`src/hdl/bwac_pkg.sv`:
```
// types and constants for the bit-weighted adc calibration core
// no dependencies; used by bit_weighted_adc_calibration_core
package bwac_pkg;

  localparam int unsigned CalW    = 32;
  localparam int unsigned ThrW    = 16;
  localparam int unsigned IdxW    = 5;
  localparam int unsigned CfgIdxW = 8;

  localparam logic [ThrW-1:0] ThrReset = 16'h8000;

  // configuration register indexes
  localparam logic [CfgIdxW-1:0] CfgCalEnable   = 8'd0;
  localparam logic [CfgIdxW-1:0] CfgHiThreshold = 8'd1;

  // input word kinds
  localparam logic FuncConvert = 1'b0;
  localparam logic FuncWrite   = 1'b1;

  typedef enum logic [1:0] {
    StIdle,
    StRun,
    StFin
  } state_e;

endpackage

```
`src/hdl/bit_weighted_adc_calibration_core.sv`:
```
// bit-weighted adc calibration core: sequencer, shared add/subtract unit and table memory
// depends on bwac_pkg

// Converts a raw READING_BITS-wide reading into a 32-bit calibrated value
// (sum of the table weights of all set reading bits minus the table offset,
// modulo 2^32), taken from the high table when the reading is at or above
// hi_threshold and from the low table otherwise. Both tables sit in one small
// memory and are loaded with table-write words; an entry must be written before
// a conversion reads it. With calibration disabled the reading is returned
// shifted to the top of the 32-bit result. A convert word is accepted, then
// one adder and one table read per cycle walk the offset and all weights;
// pass-through and full-scale words skip the walk. No new word is accepted
// until the finished result is loaded into the output register, where it
// waits, and a stalled output holds the sequencer in its final step.
module bit_weighted_adc_calibration_core #(
  parameter int unsigned READING_BITS = 16
) (
  input  logic                                       clk_i,
  input  logic                                       rst_ni,
  // tdata: reading, table_index, table_word
  input  logic [((READING_BITS+bwac_pkg::IdxW+bwac_pkg::CalW+7)/8)*8-1:0] s_axis_tdata,
  // tuser: func, table_select
  input  logic [1:0]                                 s_axis_tuser,
  input  logic                                       s_axis_tvalid,
  output logic                                       s_axis_tready,
  // tdata: calibrated
  output logic [bwac_pkg::CalW-1:0]                  m_axis_tdata,
  // tuser: full_scale
  output logic                                       m_axis_tuser,
  output logic                                       m_axis_tvalid,
  input  logic                                       m_axis_tready,
  input  logic                                       cfg_valid_i,
  output logic                                       cfg_ready_o,
  input  logic [bwac_pkg::CfgIdxW-1:0]               cfg_index_i,
  input  logic [bwac_pkg::CalW-1:0]                  cfg_data_i
);

  localparam int unsigned Depth  = READING_BITS + 1;
  localparam int unsigned AddrW  = $clog2(Depth);
  localparam int unsigned CntW   = $clog2(READING_BITS + 2);
  localparam int unsigned CmpW   = (READING_BITS > bwac_pkg::ThrW) ? READING_BITS
                                                                    : bwac_pkg::ThrW;
  localparam int unsigned PassW  = bwac_pkg::CalW - READING_BITS;
  localparam int unsigned IdxLo  = READING_BITS;
  localparam int unsigned WordLo = READING_BITS + bwac_pkg::IdxW;

  localparam logic [CntW-1:0] CntFirst = CntW'(1);
  localparam logic [CntW-1:0] CntLast  = CntW'(READING_BITS + 1);
  localparam logic [READING_BITS-1:0] FullScaleCode = {1'b0, {(READING_BITS-1){1'b1}}};

  // input fields
  logic [READING_BITS-1:0]       in_reading;
  logic [bwac_pkg::IdxW-1:0]     in_index;
  logic [bwac_pkg::CalW-1:0]     in_word;
  logic                          in_func;
  logic                          in_sel;

  assign in_reading = s_axis_tdata[READING_BITS-1:0];
  assign in_index   = s_axis_tdata[IdxLo +: bwac_pkg::IdxW];
  assign in_word    = s_axis_tdata[WordLo +: bwac_pkg::CalW];
  assign in_func    = s_axis_tuser[0];
  assign in_sel     = s_axis_tuser[1];

  bwac_pkg::state_e state_q, state_d;

  logic                          cal_en_q;
  logic [bwac_pkg::ThrW-1:0]     thr_q;
  logic [CntW-1:0]               cnt_q, cnt_d;
  logic [READING_BITS-1:0]       rd_q, rd_d;
  logic                          tsel_q, tsel_d;
  logic [bwac_pkg::CalW-1:0]     acc_q, acc_d;
  logic                          fs_q, fs_d;
  logic [bwac_pkg::CalW-1:0]     out_data_q;
  logic                          out_fs_q;
  logic                          out_valid_q, out_valid_d;

  logic                          in_acc;
  logic                          is_convert;
  logic                          tab_we;
  logic                          out_load;
  logic                          use_high;
  logic                          full_code;

  // table memory: low table in the lower half, high table in the upper half
  logic [bwac_pkg::CalW-1:0]     tab_mem [2**(AddrW+1)];
  logic [AddrW:0]                rd_addr;
  logic [bwac_pkg::CalW-1:0]     rdata_q;

  // shared add/subtract unit
  logic                          sub_op;
  logic [bwac_pkg::CalW-1:0]     add_b;
  logic [bwac_pkg::CalW-1:0]     add_sum;

  assign cfg_ready_o = 1'b1;

  always_ff @(posedge clk_i or negedge rst_ni) begin
    if (!rst_ni) begin
      cal_en_q <= 1'b0;
      thr_q    <= bwac_pkg::ThrReset;
    end else if (cfg_valid_i) begin
      unique case (cfg_index_i)
        bwac_pkg::CfgCalEnable:   cal_en_q <= cfg_data_i[0];
        bwac_pkg::CfgHiThreshold: thr_q    <= cfg_data_i[bwac_pkg::ThrW-1:0];
        default: ;
      endcase
    end
  end

  assign in_acc     = s_axis_tvalid && s_axis_tready;
  assign is_convert = in_acc && (in_func == bwac_pkg::FuncConvert);
  assign tab_we     = in_acc && (in_func == bwac_pkg::FuncWrite)
                      && (in_index <= bwac_pkg::IdxW'(READING_BITS));
  assign use_high   = CmpW'(in_reading) >= CmpW'(thr_q);
  assign full_code  = in_reading == FullScaleCode;

  assign rd_addr = {tsel_q, cnt_q[AddrW-1:0]};

  always_ff @(posedge clk_i) begin
    if (tab_we) begin
      tab_mem[{in_sel, in_index[AddrW-1:0]}] <= in_word;
    end
  end

  always_ff @(posedge clk_i) begin
    rdata_q <= tab_mem[rd_addr];
  end

  // first table word is the offset, subtracted; weights are added for set bits
  assign sub_op  = cnt_q == CntFirst;
  assign add_b   = sub_op ? ~rdata_q : (rd_q[READING_BITS-1] ? rdata_q : '0);
  assign add_sum = acc_q + add_b + bwac_pkg::CalW'(sub_op);

  // next state
  always_comb begin
    state_d = state_q;
    unique case (state_q)
      bwac_pkg::StIdle: begin
        if (is_convert) begin
          state_d = (cal_en_q && !full_code) ? bwac_pkg::StRun : bwac_pkg::StFin;
        end
      end
      bwac_pkg::StRun: begin
        if (cnt_q == CntLast) begin
          state_d = bwac_pkg::StFin;
        end
      end
      bwac_pkg::StFin: begin
        if (!out_valid_q || m_axis_tready) begin
          state_d = bwac_pkg::StIdle;
        end
      end
      default: state_d = bwac_pkg::StIdle;
    endcase
  end

  // datapath control
  always_comb begin
    s_axis_tready = 1'b0;
    out_load      = 1'b0;
    cnt_d         = cnt_q;
    rd_d          = rd_q;
    tsel_d        = tsel_q;
    acc_d         = acc_q;
    fs_d          = fs_q;
    unique case (state_q)
      bwac_pkg::StIdle: begin
        s_axis_tready = 1'b1;
        cnt_d         = '0;
        rd_d          = in_reading;
        tsel_d        = use_high;
        fs_d          = 1'b0;
        acc_d         = '0;
        if (!cal_en_q) begin
          acc_d = {in_reading, {PassW{1'b0}}};
        end else if (full_code) begin
          acc_d = '1;
          fs_d  = 1'b1;
        end
      end
      bwac_pkg::StRun: begin
        cnt_d = cnt_q + CntW'(1);
        if (cnt_q != '0) begin
          acc_d = add_sum;
        end
        if (cnt_q > CntFirst) begin
          rd_d = rd_q << 1;
        end
      end
      bwac_pkg::StFin: begin
        out_load = !out_valid_q || m_axis_tready;
      end
      default: ;
    endcase
  end

  always_comb begin
    out_valid_d = out_valid_q;
    if (out_load) begin
      out_valid_d = 1'b1;
    end else if (m_axis_tready) begin
      out_valid_d = 1'b0;
    end
  end

  always_ff @(posedge clk_i or negedge rst_ni) begin
    if (!rst_ni) begin
      state_q     <= bwac_pkg::StIdle;
      out_valid_q <= 1'b0;
      cnt_q       <= '0;
    end else begin
      state_q     <= state_d;
      out_valid_q <= out_valid_d;
      cnt_q       <= cnt_d;
    end
  end

  always_ff @(posedge clk_i) begin
    rd_q   <= rd_d;
    tsel_q <= tsel_d;
    acc_q  <= acc_d;
    fs_q   <= fs_d;
    if (out_load) begin
      out_data_q <= acc_q;
      out_fs_q   <= fs_q;
    end
  end

  assign m_axis_tdata  = out_data_q;
  assign m_axis_tuser  = out_fs_q;
  assign m_axis_tvalid = out_valid_q;

`ifndef SYNTHESIS
  a_cnt_range: assert property (@(posedge clk_i) disable iff (!rst_ni)
    (state_q == bwac_pkg::StRun) |-> (cnt_q <= CntLast))
    else $error("table walk counter past last weight");

  a_out_from_fin: assert property (@(posedge clk_i) disable iff (!rst_ni)
    $rose(m_axis_tvalid) |-> $past(state_q == bwac_pkg::StFin))
    else $error("result word loaded outside final step");

  a_fs_ones: assert property (@(posedge clk_i) disable iff (!rst_ni)
    (m_axis_tvalid && m_axis_tuser) |-> (m_axis_tdata == '1))
    else $error("full-scale result not all ones");

  a_convert_busy: assert property (@(posedge clk_i) disable iff (!rst_ni)
    is_convert |=> (state_q != bwac_pkg::StIdle))
    else $error("convert word dropped by sequencer");

  a_no_write_busy: assert property (@(posedge clk_i) disable iff (!rst_ni)
    (state_q != bwac_pkg::StIdle) |-> !tab_we)
    else $error("table written during a conversion");
`endif

endmodule
```
`config.mk`:
```
export PLATFORM = sky130hd
export DESIGN_NAME = bit_weighted_adc_calibration_core
export DESIGN_NICKNAME = d
export VERILOG_FILES = /design/src/hdl/bwac_pkg.sv /design/src/hdl/bit_weighted_adc_calibration_core.sv
export SDC_FILE = /design/constraint.sdc
export NUM_CORES = 2
export LEC_CHECK = 0
export ABC_AREA = 1
export BUFFER_PORTS_ARGS = -buffer_cell sky130_fd_sc_hd__clkbuf_2
export CORE_MARGIN = 10
export CORE_UTILIZATION = 35
export DETAILED_ROUTE_END_ITERATION = 10
export PLACE_DENSITY = 0.56
export SLEW_MARGIN = 20
export SYNTH_ARGS = -nofsm -noshare
export SYNTH_HDL_FRONTEND = slang
export SYNTH_SLANG_ARGS = --single-unit
```
`constraint.sdc`:
```
create_clock -name clk_i -period 4.6 [get_ports clk_i]
set_input_delay 1.38 -clock clk_i [delete_from_list [all_inputs] [get_ports clk_i]]
set_output_delay 1.38 -clock clk_i [all_outputs]
set_load 0.1 [all_outputs]
```
---- Yosys cells after proc, flatten, opt, wreduce, memory -nomap -nowiden ----
Memories as Yosys holds them, arrays and structs flattened. A register that Yosys moved wholly into a read port is not among the register bits.
Index checks and enable logic that the tools add are counted.
word-level totals
  register bits ........................... 108
  bits in writable memories ............... 2048
  input port bits ......................... 103
  output and inout port bits .............. 36
  logic and storage cells ................. 70
  memories kept ........................... 1
cells by class
  add/sub/neg operators ................... 3
  order comparisons ....................... 3
  eq/ne operators ......................... 11
  multiplexer cells ....................... 21
  bitwise logic cells ..................... 2
  reduce and logical (&&, ||, !) cells .... 18
memory list
  memory   depth  bits a word  rd ports  clocked after Yosys merged registers in  wr ports  RTL line                                 source
  tab_mem  64     32           1         1                                        1         bit_weighted_adc_calibration_core.sv:85  logic [bwac_pkg::CalW-1:0] tab_mem [2**(AddrW+1)];
operator list
  kind                                                                             number
  32-bit two-way mux                                                               5
  32-bit one-hot mux with 2 select lines                                           1
  32-bit by 1-bit adder with 32-bit output                                         1
  32-bit adder                                                                     1
  32-bit inverter                                                                  1
  16-bit one-hot mux with 2 select lines                                           1
  16-bit by 15-bit equality test with 1-bit output, second input constant          1
  16-bit >= comparator                                                             1
  16-bit two-way mux                                                               1
  2-bit != test, second input constant                                             5
  5-bit one-hot mux with 2 select lines                                            1
  8-bit by 1-bit equality test with 1-bit output, second input constant            1
  8-bit zero test                                                                  1
  2-bit two-way mux                                                                4
  2-bit AND reduction                                                              4
  1-bit two-way mux                                                                7
  2-bit one-hot mux with 3 select lines                                            1
  5-bit by 1-bit adder with 5-bit output, second input constant                    1
  5-bit by 1-bit equality test with 1-bit output, second input constant            1
  5-bit equality test, second input constant                                       1
  5-bit by 1-bit greater-than comparator with 1-bit output, second input constant  1
  5-bit <= comparator, second input constant                                       1
  1-bit logical AND                                                                5
  5-bit nonzero test                                                               1
  other kinds (8)                                                                  10

---- Logic depth before layout (Yosys ltp) ----
  word-level depth ........................ 7
  gate-level depth with buffers ........... 25
  mapped depth without buffers ............ 19

---- Worst setup path before layout ----
No wires, ideal clock.
  kind .................................... reg2reg
  start point ............................. reg state_q[1]
  end point ............................... mem tab_mem[16][0] (netlist bit), enable pin
  data arrival time ....................... 5755 ps
  slack ................................... -1660 ps
  cell stages (with the launch flop) ...... 7
  period minus slack after synthesis ...... 6260 ps
  cell sequence ........................... dfrtp_1 clkbuf_1 nor2_1 nand4_1 nor2_1 nand2_1 nor4_1
between the ends
  longest elaborated chain between the ends .. 7
ends and longest elaborated chain
  element                                  RTL line                                  source
  start, declared                          bit_weighted_adc_calibration_core.sv:64   bwac_pkg::state_e state_q, state_d;
  start signal, assigned                   bit_weighted_adc_calibration_core.sv:207  state_q <= bwac_pkg::StIdle;
  start signal, assigned                   bit_weighted_adc_calibration_core.sv:211  state_q <= state_d;
  2-bit zero test                          bit_weighted_adc_calibration_core.sv:165  unique case (state_q)
  1-bit two-way mux                        bit_weighted_adc_calibration_core.sv:165
  net s_axis_tready                        bit_weighted_adc_calibration_core.sv:25   output logic s_axis_tready,
  1-bit logical AND                        bit_weighted_adc_calibration_core.sv:109  assign in_acc = s_axis_tvalid && s_axis_tready;
  1-bit logical AND                        bit_weighted_adc_calibration_core.sv:111  assign tab_we = in_acc && (in_func == bwac_pkg::FuncWrite)
  1-bit logical AND                        bit_weighted_adc_calibration_core.sv:112  && (in_index <= bwac_pkg::IdxW'(READING_BITS));
  1-bit two-way mux                        bit_weighted_adc_calibration_core.sv:119  if (tab_we) begin
  1-bit two-way mux (not written as such)  bit_weighted_adc_calibration_core.sv:120  tab_mem[{in_sel, in_index[AddrW-1:0]}] <= in_word;
  end, declared                            bit_weighted_adc_calibration_core.sv:85
The timed path passes the listed nets, and every way through them passes these cells.

---- Worst setup path after layout ----
  start point ............................. reg state_q[1]
  end point ............................... out s_axis_tready
between the ends
  longest elaborated chain between the ends .. 2
ends and longest elaborated chain
  element            RTL line
  2-bit zero test    bit_weighted_adc_calibration_core.sv:165
  1-bit two-way mux  bit_weighted_adc_calibration_core.sv:165
  end, declared      bit_weighted_adc_calibration_core.sv:25
Every way passes these cells.

==> impl_metrics.json <==
{
  "outcome": "finished, final reports clean",
  "final_cell_mix": "edfxtp_1 (2131), nor2_1 (1511), nand2_1 (1276), conb_1 (961), o21ai_0 (892)",
  "grt_pass1_vias": 56100,
  "synth_top_area_share_pct": 71.7,
  "required_ns": 3.22,
  "vias_per_cell": 4.81,
  "antenna_left": 0,
  "path_buf_inv": 1,
  "post_cts_buffers": 0,
  "dp_slack_ns": 0.760,
  "peakVddDrop_mv": 0.464,
  "setup_slack_ns": 0.530,
  "cts_resized": 0,
  "nNetsFinal": 8758,
  "drt_iter0_drc": 5105,
  "p_leak_nw": 38.8,
  "netlist_area_um2": 89300,
  "setup_viol": 0,
  "clock_latency_ns": 0.87,
  "antenna_found_initial": 24,
  "gp_congestion": 0.838,
  "yosys-top-cells-area": "edfxtp_1 (72%), nor2_1 (6.5%), nand2_1 (5.4%)",
  "drc": 0,
  "dp_hpwl_um": 120000,
  "worstSetupPathType": "reg -> out",
  "cts_tree": "built",
  "grt_pass1_wl_um": 339000,
  "synth_cells": 7609,
  "cts_buffers": 225,
  "utilization_pct": 41.2,
  "clockBufferDepth": 3,
  "ys_warn_count": 0,
  "cp-end-kind": "output pin",
  "min_path_type": "reg -> reg",
  "die_w_um": 525,
  "start_util_pct": 35.2,
  "final_hold_viol_count": 0,
  "worstSetupStartpointType": "flip-flop",
  "slowest_stage": "nor2_1",
  "cts_max_level": 4,
  "io_buffers": 118,
  "wl_per_cell_um": 18.5,
  "cp_top_family": "simple AND/OR/NAND/NOR gates",
  "clk_pin_slew_worst_paths_ns": 0.06,
  "grt_remaining_overflow": 0,
  "power_density_nw_per_um2": 562,
  "pin_count": 139,
  "critPathArrivalTime_ns": 2.69,
  "rsz0062_at_grt": "false",
  "clock_skew_ns": 0.0378,
  "fmax_ghz": 0.246,
  "fillers": 24100,
  "drt_wl_total_um": 225000,
  "ys_types": 36,
  "relSlewSlack_pct": 23.7,
  "ys_ff_latch": 2188,
  "p_total_mw": 58.8,
  "die_y_um": 525,
  "rows": 185,
  "synth.avg_cell_area_um2": 11.7,
  "first_pass_iters": 6,
  "holdBufCountCts": 0,
  "vias": 58500,
  "cts_root_buf": "clkbuf_16",
  "crit_path_cell_trace": "nor2_1, clkbuf_2",
  "grt_max_degree": 200,
  "final_common_cell": "edfxtp_1",
  "cap_viol_max_count": 0,
  "cp_max_fo": 9,
  "drive_above_1_share_pct": 7.30,
  "tns_ns": 0,
  "synth_top_cell_by_area": "edfxtp_1",
  "finalMaxSlewViolations": 0,
  "slowest_delay_ns": 0.71,
  "area_delta_synth_final_pct": 17.1,
  "coreArea_um2": 254000,
  "synth_sequential_area_ratio_pct": 73.1,
  "fin_crit_ns": 4.07,
  "worstMarginPinSlew_ns": 1.14,
  "grt_usage_pct": 15.8,
  "post-route-period-util_pct": 88.5,
  "cts_sinks": 2188,
  "dieArea_um2": 276000
}
[layout make-up]
type | count | area [um2] | area share (%)
well taps | 3366 | 4210 | 4.03
inverters | 286 | 1100 | 1.05
multi-input cells | 5653 | 24700 | 23.6
clock inverters | 117 | 988 | 0.946
clock buffers | 292 | 6000 | 5.74
repair buffers | 250 | 2230 | 2.13
diodes | 8 | 20.0 | 0.0192
flip-flops and latches | 2188 | 65300 | 62.4
[sequential cells by signal, summed over array words and instances, names as in the netlist, 2 cells and up]
register	cells
cnt_q	5
m_axis_tdata	32
rd_q	16
thr_q	16
state_q	2
tab_mem	2048
rdata_q	32
acc_q	32
[cells by family (layout without fill, tap and decap cells)]
| kind of cell | count (synthesis) | after routing | share of synthesized area, % |
|---|---|---|---|
| simple gates | 3158 | 3158 | 13.9 |
| compound gates | 1482 | 1482 | 8.64 |
| xor+xnor | 1 | 1 | 0.00981 |
| buf+inv | 727 | 945 | 3.59 |
| fa+ha+maj | 51 | 51 | 0.732 |
| flops | 2188 | 2188 | 73.1 |
| other cells | 2 | 969 | 0.00841 |
[where the power goes]
group | switching, mW | total [mW] | internal [mW]
Sequential | 0.577 | 24.0 | 23.4
Combinational | 12.6 | 17.5 | 4.89
Clock | 7.53 | 17.3 | 9.78
[cell usage after synthesis, drive strengths merged]
cell type,number
a211oi,1
a21o,1
a21oi,166
a22oi,1
a31oi,1
a41oi,1
buf,221
clkbuf,220
clkinv,7
conb,2
dfrtp,24
dfstp,1
dfxtp,32
edfxtp,2131
fa,2
ha,49
inv,279
nand2,1276
nand3,228
nand3b,10
nand4,82
nor2,1548
nor3,9
nor4,3
o211ai,1
o21a,1
o21ai,1087
o21bai,3
o22ai,219
or2,2
xor2,1
[path summary, 6_finish.rpt]
path / cells after the start / end / start / slack [ns]
min: 0 / m_axis_tuser$_DFFE_PP_ / fs_q$_SDFFCE_PN0P_ / 0.42
min reg2reg: 0 / m_axis_tuser$_DFFE_PP_ / fs_q$_SDFFCE_PN0P_ / 0.42
max in group asynchronous: 1 / cnt_q[4]$_DFFE_PN0P_ / rst_ni / 3.51
min in group asynchronous: 1 / cal_en_q$_DFFE_PN0P_ / rst_ni / 0.55
max reg2reg: 18 / acc_q[28]$_DFFE_PP_ / cnt_q[1]$_DFFE_PN0P_ / 0.87
max: 2 / s_axis_tready / state_q[1]$_DFFE_PN0P_ / 0.53
[routing by layer]
metal | up-vias | global-route usage [%] | share of wire, %
li1 | 27800 | - | -
met1 | 28800 | 21.8 | 45
met2 | 1583 | 25.7 | 46
met3 | 333 | 2.58 | 6.6
met4 | 8 | 4.38 | 2.5
met5 | - | 0 | 0.024
[stage by stage]
step	hold slack (ns)	instance area [um2]	std cells
6_report	0.423	105000	12200
5_1_grt	0.440	105000	12200
4_1_cts	0.426	104000	12200
3_5_place_dp	0.412	97500	11700
3_3_place_gp	0.418	97400	11700
2_1_floorplan	0.400	92900	8568
[worst reg2reg max path: stages (launching register included)]
cell,delay (ns)
dfrtp_4,0.53
inv_8,0.27
ha_1,0.25
nand3_1,0.09
buf_4,0.23
nor2_1,0.13
a21oi_1,0.06
fa_1,0.47
fa_1,0.44
inv_1,0.15
nand3_1,0.09
nand3_1,0.15
nand3_1,0.09
nand3_1,0.17
nand2_1,0.10
nand2_1,0.07
nand2_1,0.05
nand3_1,0.07
nand2_1,0.05
Power figures use the tool's default switching activity.
